## config.mk

```make
export PLATFORM = sky130hd
export DESIGN_NAME = utf8_sanitize_stream
export DESIGN_NICKNAME = d
export VERILOG_FILES = /design/src/design/utf8s_pkg.sv /design/src/design/utf8_sanitize_stream.sv /design/src/design/utf8s_front.sv /design/src/design/utf8s_queue.sv /design/src/design/utf8s_back.sv
export VERILOG_INCLUDE_DIRS = /design/src /design/src/design
export SDC_FILE = /design/constraint.sdc
export NUM_CORES = 1
export LEC_CHECK = 0
export CORE_UTILIZATION = 40
export DETAILED_ROUTE_END_ITERATION = 7
export DONT_BUFFER_PORTS = 1
export SKIP_LAST_GASP = 1
export SLEW_MARGIN = 20
export SYNTH_ARGS = -nofsm -noshare
export SYNTH_HDL_FRONTEND = slang
export SYNTH_SLANG_ARGS = --single-unit
export TNS_END_PERCENT = 5
```

## constraint.sdc

```tcl
create_clock -name clk -period 4.4 [get_ports clk]
set_input_delay 0.44 -clock clk [delete_from_list [all_inputs] [get_ports clk]]
set_output_delay 0.44 -clock clk [all_outputs]
set_load 0.02 [all_outputs]
```

## src/design/utf8_sanitize_stream_assert.svh

```systemverilog
// Assertion macros shared by the sanitizer modules.
`ifndef UTF8_SANITIZE_STREAM_ASSERT_SVH
`define UTF8_SANITIZE_STREAM_ASSERT_SVH

// Property that must hold at every clock edge outside reset.
`define UTF8S_CHECK(lbl, clk_s, rst_s, prop) \
	lbl: assert property (@(posedge clk_s) disable iff (!rst_s) (prop)) \
		else $error("utf8 sanitizer check failed");

// Condition in one cycle implies a consequence in the next.
`define UTF8S_NEXT(lbl, clk_s, rst_s, cond, cons) \
	lbl: assert property (@(posedge clk_s) disable iff (!rst_s) (cond) |=> (cons)) \
		else $error("utf8 sanitizer sequencing check failed");

`endif

```

## src/design/utf8s_pkg.sv

```systemverilog
// Types and constants shared by the UTF-8 sanitizer modules.
package utf8s_pkg;

	localparam int MaxResults = 4;

	typedef logic [7:0] byte_t;

	localparam byte_t QMARK     = 8'h3F;
	localparam byte_t LEAD2_LO  = 8'hC2;
	localparam byte_t LEAD3_LO  = 8'hE0;
	localparam byte_t LEAD4_LO  = 8'hF0;
	localparam byte_t LEAD4_HI  = 8'hF4;
	localparam byte_t LEAD_SURR = 8'hED;
	localparam byte_t CONT_LO   = 8'h80;
	localparam byte_t SEC_A0    = 8'hA0;
	localparam byte_t SEC_90    = 8'h90;
	localparam byte_t SEC_8F    = 8'h8F;

	// Results caused by one input byte; the terminator, if any, is the last slot used.
	typedef struct packed {
		logic [MaxResults-1:0][7:0] data;
		logic [2:0]                 count;
		logic                       eos;
	} entry_t;

endpackage

```

## src/design/utf8_sanitize_stream.sv

```systemverilog
// Top level of the streaming UTF-8 sanitizer.
// Bytes of a zero-terminated string enter on s_axis one per cycle while the entry queue has room;
// each byte turns at once into a queue entry of zero to four results, and the back end sends
// those results on m_axis one per cycle from an output register, so input and output stall
// independently. While the sink stays ready, well-formed text sustains one byte in and one result
// out per cycle, each accepted byte passing through the entry queue and then the output register;
// a broken sequence or a terminator after held bytes gives up to four results for one byte, and
// the input stalls only once QUEUE_DEPTH entries, the one being drained included, are queued.
// tlast marks the last result caused by one byte, tuser the terminator result.
module utf8_sanitize_stream
	import utf8s_pkg::*;
#(
	parameter int QUEUE_DEPTH = 4
) (
	input  logic  clk,
	input  logic  arst_n,
	input  logic  s_axis_tvalid,
	output logic  s_axis_tready,
	input  byte_t s_axis_tdata,    // [7:0] in_byte
	output logic  m_axis_tvalid,
	input  logic  m_axis_tready,
	output byte_t m_axis_tdata,    // [7:0] out_byte
	output logic  m_axis_tlast,    // last_of_run
	output logic  m_axis_tuser     // [0] end_of_string
);

	logic   push;
	entry_t push_entry;
	logic   pop;
	entry_t head;
	logic   empty;
	logic   full;

	utf8s_front u_front (
		.clk          (clk),
		.arst_n       (arst_n),
		.s_axis_tvalid(s_axis_tvalid),
		.s_axis_tready(s_axis_tready),
		.s_axis_tdata (s_axis_tdata),
		.q_full       (full),
		.push         (push),
		.push_entry   (push_entry)
	);

	utf8s_queue #(
		.DEPTH(QUEUE_DEPTH)
	) u_queue (
		.clk       (clk),
		.arst_n    (arst_n),
		.push      (push),
		.push_entry(push_entry),
		.pop       (pop),
		.head      (head),
		.empty     (empty),
		.full      (full)
	);

	utf8s_back u_back (
		.clk          (clk),
		.arst_n       (arst_n),
		.head         (head),
		.empty        (empty),
		.pop          (pop),
		.m_axis_tvalid(m_axis_tvalid),
		.m_axis_tready(m_axis_tready),
		.m_axis_tdata (m_axis_tdata),
		.m_axis_tlast (m_axis_tlast),
		.m_axis_tuser (m_axis_tuser)
	);

endmodule

```

## src/design/utf8s_front.sv

```systemverilog
// Front end: accepts bytes, tracks the open sequence and builds result entries.
`include "utf8_sanitize_stream_assert.svh"

module utf8s_front
	import utf8s_pkg::*;
(
	input  logic   clk,
	input  logic   arst_n,
	input  logic   s_axis_tvalid,
	output logic   s_axis_tready,
	input  byte_t  s_axis_tdata,   // [7:0] in_byte
	input  logic   q_full,
	output logic   push,
	output entry_t push_entry
);

	logic [1:0] hc_q;
	logic [2:0] len_q;
	byte_t      held_q [3];

	byte_t      b;
	logic       accept;
	logic       cont;
	logic       sec_ok;
	logic       ok;
	logic       complete;
	logic       fail;
	logic       use_lead;
	logic       lead_emit;
	logic       lead_eos;
	byte_t      lead_byte;
	logic [2:0] lead_len;
	logic [1:0] pre;
	logic       tail;

	assign b             = s_axis_tdata;
	assign s_axis_tready = !q_full;
	assign accept        = s_axis_tvalid && s_axis_tready;

	always_comb begin
		cont   = (b & 8'hC0) == CONT_LO;
		sec_ok = cont;
		if (held_q[0] == LEAD3_LO && b < SEC_A0) sec_ok = 1'b0;
		if (held_q[0] == LEAD_SURR && b >= SEC_A0) sec_ok = 1'b0;
		if (held_q[0] == LEAD4_LO && b < SEC_90) sec_ok = 1'b0;
		if (held_q[0] == LEAD4_HI && b > SEC_8F) sec_ok = 1'b0;
		ok = (hc_q == 2'd1) ? sec_ok : cont;
	end

	// Lead byte rules for a byte that starts fresh.
	always_comb begin
		lead_emit = 1'b0;
		lead_eos  = 1'b0;
		lead_byte = b;
		lead_len  = 3'd0;
		if (b == 8'h00) begin
			lead_emit = 1'b1;
			lead_eos  = 1'b1;
		end else if (b < CONT_LO) begin
			lead_emit = 1'b1;
		end else if (b >= LEAD2_LO && b < LEAD3_LO) begin
			lead_len = 3'd2;
		end else if (b >= LEAD3_LO && b < LEAD4_LO) begin
			lead_len = 3'd3;
		end else if (b >= LEAD4_LO && b <= LEAD4_HI) begin
			lead_len = 3'd4;
		end else begin
			lead_emit = 1'b1;
			lead_byte = QMARK;
		end
	end

	always_comb begin
		complete = (hc_q != 2'd0) && ok && (({1'b0, hc_q} + 3'd1) == len_q);
		fail     = (hc_q != 2'd0) && !ok;
		use_lead = (hc_q == 2'd0) || fail;
		pre      = (complete || fail) ? hc_q : 2'd0;
		tail     = complete || (use_lead && lead_emit);

		push_entry.count = {1'b0, pre} + {2'b00, tail};
		push_entry.eos   = use_lead && lead_eos;
		for (int i = 0; i < MaxResults; i++) begin
			push_entry.data[i] = 8'h00;
			if (i == int'(pre)) begin
				push_entry.data[i] = complete ? b : lead_byte;
			end
		end
		// Held bytes on completion, '?' for each on a break.
		for (int i = 0; i < 3; i++) begin
			if (i < int'(pre)) begin
				push_entry.data[i] = complete ? held_q[i] : QMARK;
			end
		end
		push = accept && (push_entry.count != 3'd0);
	end

	always_ff @(posedge clk or negedge arst_n) begin
		if (!arst_n) begin
			hc_q  <= 2'd0;
			len_q <= 3'd0;
		end else if (accept) begin
			if (use_lead) begin
				hc_q  <= (lead_len != 3'd0) ? 2'd1 : 2'd0;
				len_q <= lead_len;
			end else if (complete) begin
				hc_q  <= 2'd0;
				len_q <= 3'd0;
			end else begin
				hc_q <= hc_q + 2'd1;
			end
		end
	end

	// Held bytes carry no reset; only entries below the count are read.
	always_ff @(posedge clk) begin
		if (accept) begin
			if (use_lead) begin
				if (lead_len != 3'd0) held_q[0] <= b;
			end else if (!complete) begin
				held_q[hc_q] <= b;
			end
		end
	end

	`UTF8S_CHECK(a_hc_below_len, clk, arst_n, (hc_q == 2'd0) || ({1'b0, hc_q} < len_q))
	`UTF8S_CHECK(a_eos_ends_entry, clk, arst_n,
		!(push && push_entry.eos) || (push_entry.data[push_entry.count[1:0] - 2'd1] == 8'h00))
	`UTF8S_NEXT(a_eos_clears_state, clk, arst_n, push && push_entry.eos, hc_q == 2'd0)

endmodule

```

## src/design/utf8s_queue.sv

```systemverilog
// Short queue of result entries between the front and the back end.
`include "utf8_sanitize_stream_assert.svh"

module utf8s_queue
	import utf8s_pkg::*;
#(
	parameter int DEPTH = 4
) (
	input  logic   clk,
	input  logic   arst_n,
	input  logic   push,
	input  entry_t push_entry,
	input  logic   pop,
	output entry_t head,
	output logic   empty,
	output logic   full
);

	localparam int AW = (DEPTH > 1) ? $clog2(DEPTH) : 1;
	localparam int CW = $clog2(DEPTH + 1);

	entry_t        mem_q [DEPTH];
	logic [AW-1:0] wr_q;
	logic [AW-1:0] rd_q;
	logic [CW-1:0] cnt_q;

	assign empty = (cnt_q == CW'(0));
	assign full  = (cnt_q == CW'(DEPTH));
	assign head  = mem_q[rd_q];

	always_ff @(posedge clk) begin
		if (push) mem_q[wr_q] <= push_entry;
	end

	always_ff @(posedge clk or negedge arst_n) begin
		if (!arst_n) begin
			wr_q  <= '0;
			rd_q  <= '0;
			cnt_q <= '0;
		end else begin
			if (push) wr_q <= (wr_q == AW'(DEPTH - 1)) ? '0 : wr_q + AW'(1);
			if (pop)  rd_q <= (rd_q == AW'(DEPTH - 1)) ? '0 : rd_q + AW'(1);
			if (push && !pop) cnt_q <= cnt_q + CW'(1);
			else if (pop && !push) cnt_q <= cnt_q - CW'(1);
		end
	end

	`UTF8S_CHECK(a_cnt_bound, clk, arst_n, cnt_q <= CW'(DEPTH))
	`UTF8S_CHECK(a_no_push_full, clk, arst_n, !(push && full))
	`UTF8S_NEXT(a_push_fills, clk, arst_n, push && !pop, cnt_q == $past(cnt_q) + CW'(1))

endmodule

```

## src/design/utf8s_back.sv

```systemverilog
// Back end: walks each queued entry and drives one result per cycle while the sink is ready.
`include "utf8_sanitize_stream_assert.svh"

module utf8s_back
	import utf8s_pkg::*;
(
	input  logic   clk,
	input  logic   arst_n,
	input  entry_t head,
	input  logic   empty,
	output logic   pop,
	output logic   m_axis_tvalid,
	input  logic   m_axis_tready,
	output byte_t  m_axis_tdata,   // [7:0] out_byte
	output logic   m_axis_tlast,   // last_of_run
	output logic   m_axis_tuser    // [0] end_of_string
);

	logic [1:0] idx_q;
	logic       out_valid_q;
	byte_t      out_data_q;
	logic       out_last_q;
	logic       out_eos_q;
	logic       load;
	logic       last_slot;

	assign load      = !empty && (!out_valid_q || m_axis_tready);
	assign last_slot = ({1'b0, idx_q} == (head.count - 3'd1));
	assign pop       = load && last_slot;

	always_ff @(posedge clk or negedge arst_n) begin
		if (!arst_n) begin
			idx_q       <= 2'd0;
			out_valid_q <= 1'b0;
		end else begin
			if (load) begin
				out_valid_q <= 1'b1;
				idx_q       <= last_slot ? 2'd0 : idx_q + 2'd1;
			end else if (m_axis_tready) begin
				out_valid_q <= 1'b0;
			end
		end
	end

	always_ff @(posedge clk) begin
		if (load) begin
			out_data_q <= head.data[idx_q];
			out_last_q <= last_slot;
			out_eos_q  <= last_slot && head.eos;
		end
	end

	assign m_axis_tvalid = out_valid_q;
	assign m_axis_tdata  = out_data_q;
	assign m_axis_tlast  = out_last_q;
	assign m_axis_tuser  = out_eos_q;

	`UTF8S_CHECK(a_head_nonempty, clk, arst_n, empty || (head.count != 3'd0))
	`UTF8S_CHECK(a_idx_in_entry, clk, arst_n, empty || ({1'b0, idx_q} < head.count))
	`UTF8S_CHECK(a_eos_is_last, clk, arst_n, !(m_axis_tvalid && m_axis_tuser) || m_axis_tlast)

endmodule

```

== Word-level counts from Yosys, hierarchy flattened ==
Memory sizes are Yosys's and may differ from the RTL's.
Index checks and enable logic that the tools add are counted.
Storage, ports and cells
  bits in writable memories: 168
  word-level logic and storage cells: 151
  register bits: 25
  input port bits: 12
  memories: 2
Memories
  u_queue.mem_q: words 4, bits a word 36, read ports 1, clocked after memory_dff 0, write ports 1, RTL line utf8s_queue.sv:22  | entry_t mem_q [DEPTH];
  u_front.held_q: words 3, bits a word 8, read ports 3, clocked after memory_dff 0, write ports 1, RTL line utf8s_front.sv:19  | byte_t held_q [3];
Cells by class
  equal/unequal tests: 14
  $add $sub $neg: 9
  magnitude comparators: 15
  reduce and logical (&&, ||, !) cells: 41
  multiplexer cells: 60
Operators by type and width (count)
  $mux W8: 18
  $lt A8 B8 Y1 const B: 5
  $eq A8 B8 Y1 const B: 4
  $ge A8 B8 Y1 const B: 4
  $mux W3: 9
  $mux W1: 25
  $logic_and A1 B1 Y1: 19
  $bmux W8 S2: 1
  $mux W2: 7
  $add A2 B1 Y2 const B: 4
  $gt A8 B8 Y1 const B: 1
  $le A8 B8 Y1 const B: 1
  $logic_not A8 Y1: 1
  $reduce_bool A2 Y1: 4
  $reduce_or A8 Y1: 1
  $eq A2 B2 Y1 const B: 3
  $logic_not A1 Y1: 6
  $reduce_bool A3 Y1: 2
  $sub A3 B1 Y3 const B: 2
  $eq A2 B2 Y1 const A: 2
  $logic_not A2 Y1: 2
  $logic_or A1 B1 Y1: 4
  $lt A1 B2 Y1 const A: 2
  $add A2 B1 Y3: 1
  other kinds (11): 11

== Depth between registers and ports, before layout ==
An unclocked memory read counts as a cell.
  word-level depth: 20
  depth in mapped cells: 19
  depth with buffers taken out: 17

== Cells and area by module ==
Synthesis repeated with hierarchy kept, for this count alone.
Unflattened totals
  cells, all modules: 444
  area total of the unflattened synthesis: 8106.5 sq um
Modules (own cells, without submodules)
  utf8s_queue: cells each 225, area an instance 5621.6 sq um, seq. area each 4499.3 sq um, times used 1
  utf8s_front: cells each 176, area an instance 1775.5 sq um, seq. area each 845.8 sq um, times used 1
  utf8s_back: cells each 43, area an instance 709.4 sq um, seq. area each 375.4 sq um, times used 1

== Least setup slack after synthesis ==
Ideal clock, no wire load.
  path kind: register to register
  from: register u_front.hc_q[0]
  to: memory u_queue.mem_q[3][0] in the netlist's numbering (enable)
  library setup time: 397 ps
  arrival time: 4144 ps
  path slack: -141 ps
  cell stages (with the launch flop): 15
  buffers on the path: 2
  path through: dfrtp_1 -> buf_2 -> inv_1 -> buf_1 -> ha_1 -> xor2_1 -> nor3_2 -> nor2b_2 -> nand2_1 -> and2_1 -> ha_1 -> ha_1 -> nor3_1 -> nor2_1 -> and2_1
RTL lines
  start, declared: RTL line utf8s_front.sv:17  | logic [1:0] hc_q;
  start signal, assigned: RTL line utf8s_front.sv:103  | hc_q <= (lead_len != 3'd0) ? 2'd1 : 2'd0;
  start signal, assigned: RTL line utf8s_front.sv:109  | hc_q <= hc_q + 2'd1;
  end, declared: RTL line utf8s_queue.sv:22

==> metrics.md <==
| Metric | Value |
|---|---|
| Status | `finished clean` |
| CTS tree | `yes` |
| Post-Syn Instances | `between 400 and 500` |
| Asr flop ratio synth | `0.0777` |
| Met1 wire length | `7.09 mm` |
| Hold Path Class | `in2reg` |
| FF-to-FF End | `u_queue.mem_q[3][34]` |
| Cells along the critical path | `inv_1 -> ha_1 -> xor2_1 -> nor3_2 -> nor2b_2 -> nand2_1 -> and2_1 -> ha_1 -> ha_1 -> nor3_1 -> nor2_1 -> and2_2` |
| Reg2Reg Launch Point | `u_front.hc_q[1]` |
| WS Path Type | `reg2reg` |
| PD cells | `between 600 and 700 nW/um2` |
| CP peak stage delay | `around 0.90 ns` |
| Chip height | `~150 um` |
| Largest net degree at the start of global routing | `37` |
| H-tree levels | `4` |
| # IOs | `24` |
| CP Launch Point | `u_front.hc_q[1]` |
| First-pass GRT wire length | `24.8 mm` |
| Number of synthesized flops with an enable pin | `178` |
| Worst reg2reg setup slack | `approximately 0.14 ns` |
| Diodes inserted | `0` |
| Clock Pin Slew Worst Setup and Hold Paths | `~0.07 ns` |
| Slew @ Worst Pin | `~1 ns` |
| Period utilization | `0.968` |
| Clk_skew | `between 0.009 and 0.01 ns` |
| Worst Setup End Kind | `register` |
| Met3 WL | `about 600 um` |
| Initial antenna violation count | `0` |
| Share of the yosys chip area belonging to registers | `0.699` |
| Synth top area cells | `edfxtp_1 65%, mux4_2 12%, dfrtp_1 4.6%` |
| Cell area after synthesis | `roughly 8200 um2` |
| Top cell type's share of synthesized area | `0.653` |
| Worst-Skew Late Latency | `~0.44 ns` |
| RSZ-0062 raised after global routing | `true` |
| Chip Width | `145 um` |
| Routed wire length | `between 15 and 20 mm` |
| WHS Endpoint | `u_front.held_q[0][1]` |
| Distinct cells, synth | `55` |
| Critical path's slowest cell | `and2_2` |
| Commonest cells post-synth | `178 x edfxtp_1, 44 x mux4_2, 29 x nor2_1` |
| DRC errors left | `0` |
| DR iter-0 viols | `380` |
| Core Box Area | `approximately 20,000 um2` |
| Vias in the first global route | `4,319` |
| Uppermost layer routed | `met4` |
| Maximum VDD drop | `about 0.38 mV` |
| Slew Limit Fails | `0` |
| Layout cells sized above 1 | `0.266` |
| Drt wl/cell | `20.9 um` |
| Max Buffers Root-to-Sink | `2` |
| Synth area leader | `edfxtp_1` |
| Crit-path max FO | `36` |
| Met2 Wirelength | `between 7 and 8 mm` |
| Total of max-cap violations | `0` |
| I/O Buffers | `0` |
| Final nets | `490` |
| Synthesized Nets | `around 470` |
| Worst setup SP type | `register` |
| Clk sink count | `193` |
| Final Cell Area | `approximately 9100 um2` |
| Final period demand of the worst path | `4.26 ns` |
| WHS Path Cells | `0` |
| Dpl hpwl | `9.70 mm` |
| Post-CTS Repair Setup Buffers | `0` |
| Fmax | `~230 MHz` |
| Vias per inst | `between 5 and 6` |
| Die area | `about 21,000 um2` |
| Slew HR | `0.330` |
| Synthesized flop and latch total | `approximately 190` |
| Leakage Power | `just under 3 nW` |
| Initial Util | `0.414` |
| CTS buffer count | `17` |
| Fin. Hold Viols | `0` |
| Post-DP Area | `8530 um2` |
| Req. time, crit path | `between 4 and 5 ns` |
| Mean Syn Cell Area | `18.3 um2` |
| Total track usage | `0.159` |
| CP dominant cell by count | `ha_1` |
| CTS root buf | `clkbuf_16` |
| Min-delay src | `s_axis_tdata[1]` |
| Synthesis-to-finish area growth | `11.3%` |
| Final setup vio count | `0` |
| Post-CTS sizing | `0` |
| Crit path DAT | `4.31 ns` |
| Most common cell in the synthesized netlist | `edfxtp_1` |
| Remaining Overflow, GRT | `0` |
| Main synth FF type | `edfxtp_1` |
| Worst Reg-to-Reg Cells | `12` |
| Routed Antenna Nets | `0` |
| Drt pass-1 iters | `4` |
| Dpl ws | `slightly below 0.1 ns` |
| DR vias | `4,063` |
| Synth warn | `0` |
| RePlAce Congestion | `about 0.89` |
| Core Rows | `51` |
| Final worst slack | `0.142 ns` |
[layer usage]
layer / track usage / vias up
met5: 0 / -
met4: 0.0647 / 0
met3: 0.0324 / 24
li1: - / 1822
met1: 0.216 / 2143
met2: 0.250 / 74
[critical path, delay by kind of cell (launching register included)]
| family | cells | cell delay, ns |
|---|---|---|
| and+or+nand+nor | 7 | 2.17 |
| adders and majority gates | 3 | 0.85 |
| DFF | 1 | 0.50 |
| xor gates and xnor gates | 1 | 0.18 |
| buffers and inverters | 1 | 0.16 |
[worst max path at each step]
stage	depth (start not counted)	end	slack, ns
after floorplan	14	u_queue.mem_q[0][0]	-0.14
after global placement	12	u_queue.mem_q[3][24]	0.31
after detailed placement	12	u_queue.mem_q[3][12]	0.1
after CTS	12	u_queue.mem_q[3][9]	0.07
after global routing	12	u_queue.mem_q[3][31]	-0.24
final	12	u_queue.mem_q[3][34]	0.14
[cells in the final DEF (no fill, tap or decap), types with 6 or more instances in the layout]
cell type,n
a211oi_2,6
a21oi_1,7
and2_1,7
buf_4,13
clkbuf_16,17
dfrtp_1,14
edfxtp_1,178
ha_1,12
inv_1,15
mux4_2,44
nand2_1,17
nor2_1,29
nor3_1,11
o21ai_0,7
o22ai_1,8
xor2_1,6
[state kept, by name, indices dropped and copies added (netlist names)]
name and flops:
u_queue.cnt_q 3, u_front.len_q 3, u_back.m_axis_tuser 1, u_queue.wr_q 2, u_front.hc_q 2, u_back.idx_q 2
u_back.m_axis_tlast 1, u_front.held_q 24, u_queue.rd_q 2, u_back.m_axis_tdata 8, u_back.m_axis_tvalid 1, u_queue.mem_q 144
[stage by stage]
stage / power [mW] / std cells / utilization / setup TNS [ns] / hold WS [ns]
3_3_place_gp: 4.15 / 710 / 0.431 / 0 / 0.145
6_report: 5.59 / 743 / 0.461 / 0 / 0.0960
3_5_place_dp: 4.19 / 710 / 0.431 / 0 / 0.145
5_1_grt: 5.89 / 743 / 0.461 / -8.68 / 0.0780
4_1_cts: 5.68 / 743 / 0.461 / 0 / 0.0824
2_1_floorplan: 3.80 / 448 / - / -15.21 / 0.144
[layout make-up]
class	count	area, um2
well taps	265	332
fillers	1701	10700
clock inverters	14	143
flip-flops and latches	193	5720
multi-input cells	223	2320
inverters	16	60.1
repair buffers	14	108
clock buffers	18	429
[what timing repair did]
action,4_1_cts,5_1_grt
hold endpoints to repair,15,0
hold buffers,1,0
endpoints found under the setup margin,0,38
[power breakdown]
group / total, mW / switching (mW) / internal [mW]
Combinational: 1.46 / 0.764 / 0.700
Clock: 1.49 / 0.657 / 0.832
Sequential: 2.64 / 0.216 / 2.42
[cell families after synthesis]
family                   count (synthesis)  synth area share
multiplexers                            51             0.130
AND/OR/NAND/NOR                         96            0.0631
buffers and inverters                   32            0.0188
flip-flops                             193             0.699
AO/OA/AOI/OAI                           54            0.0590
adder cells (fa/ha/maj)                 13            0.0208
XOR/XNOR                                 9           0.00963
Note: power is estimated with default switching activity, not from simulation.
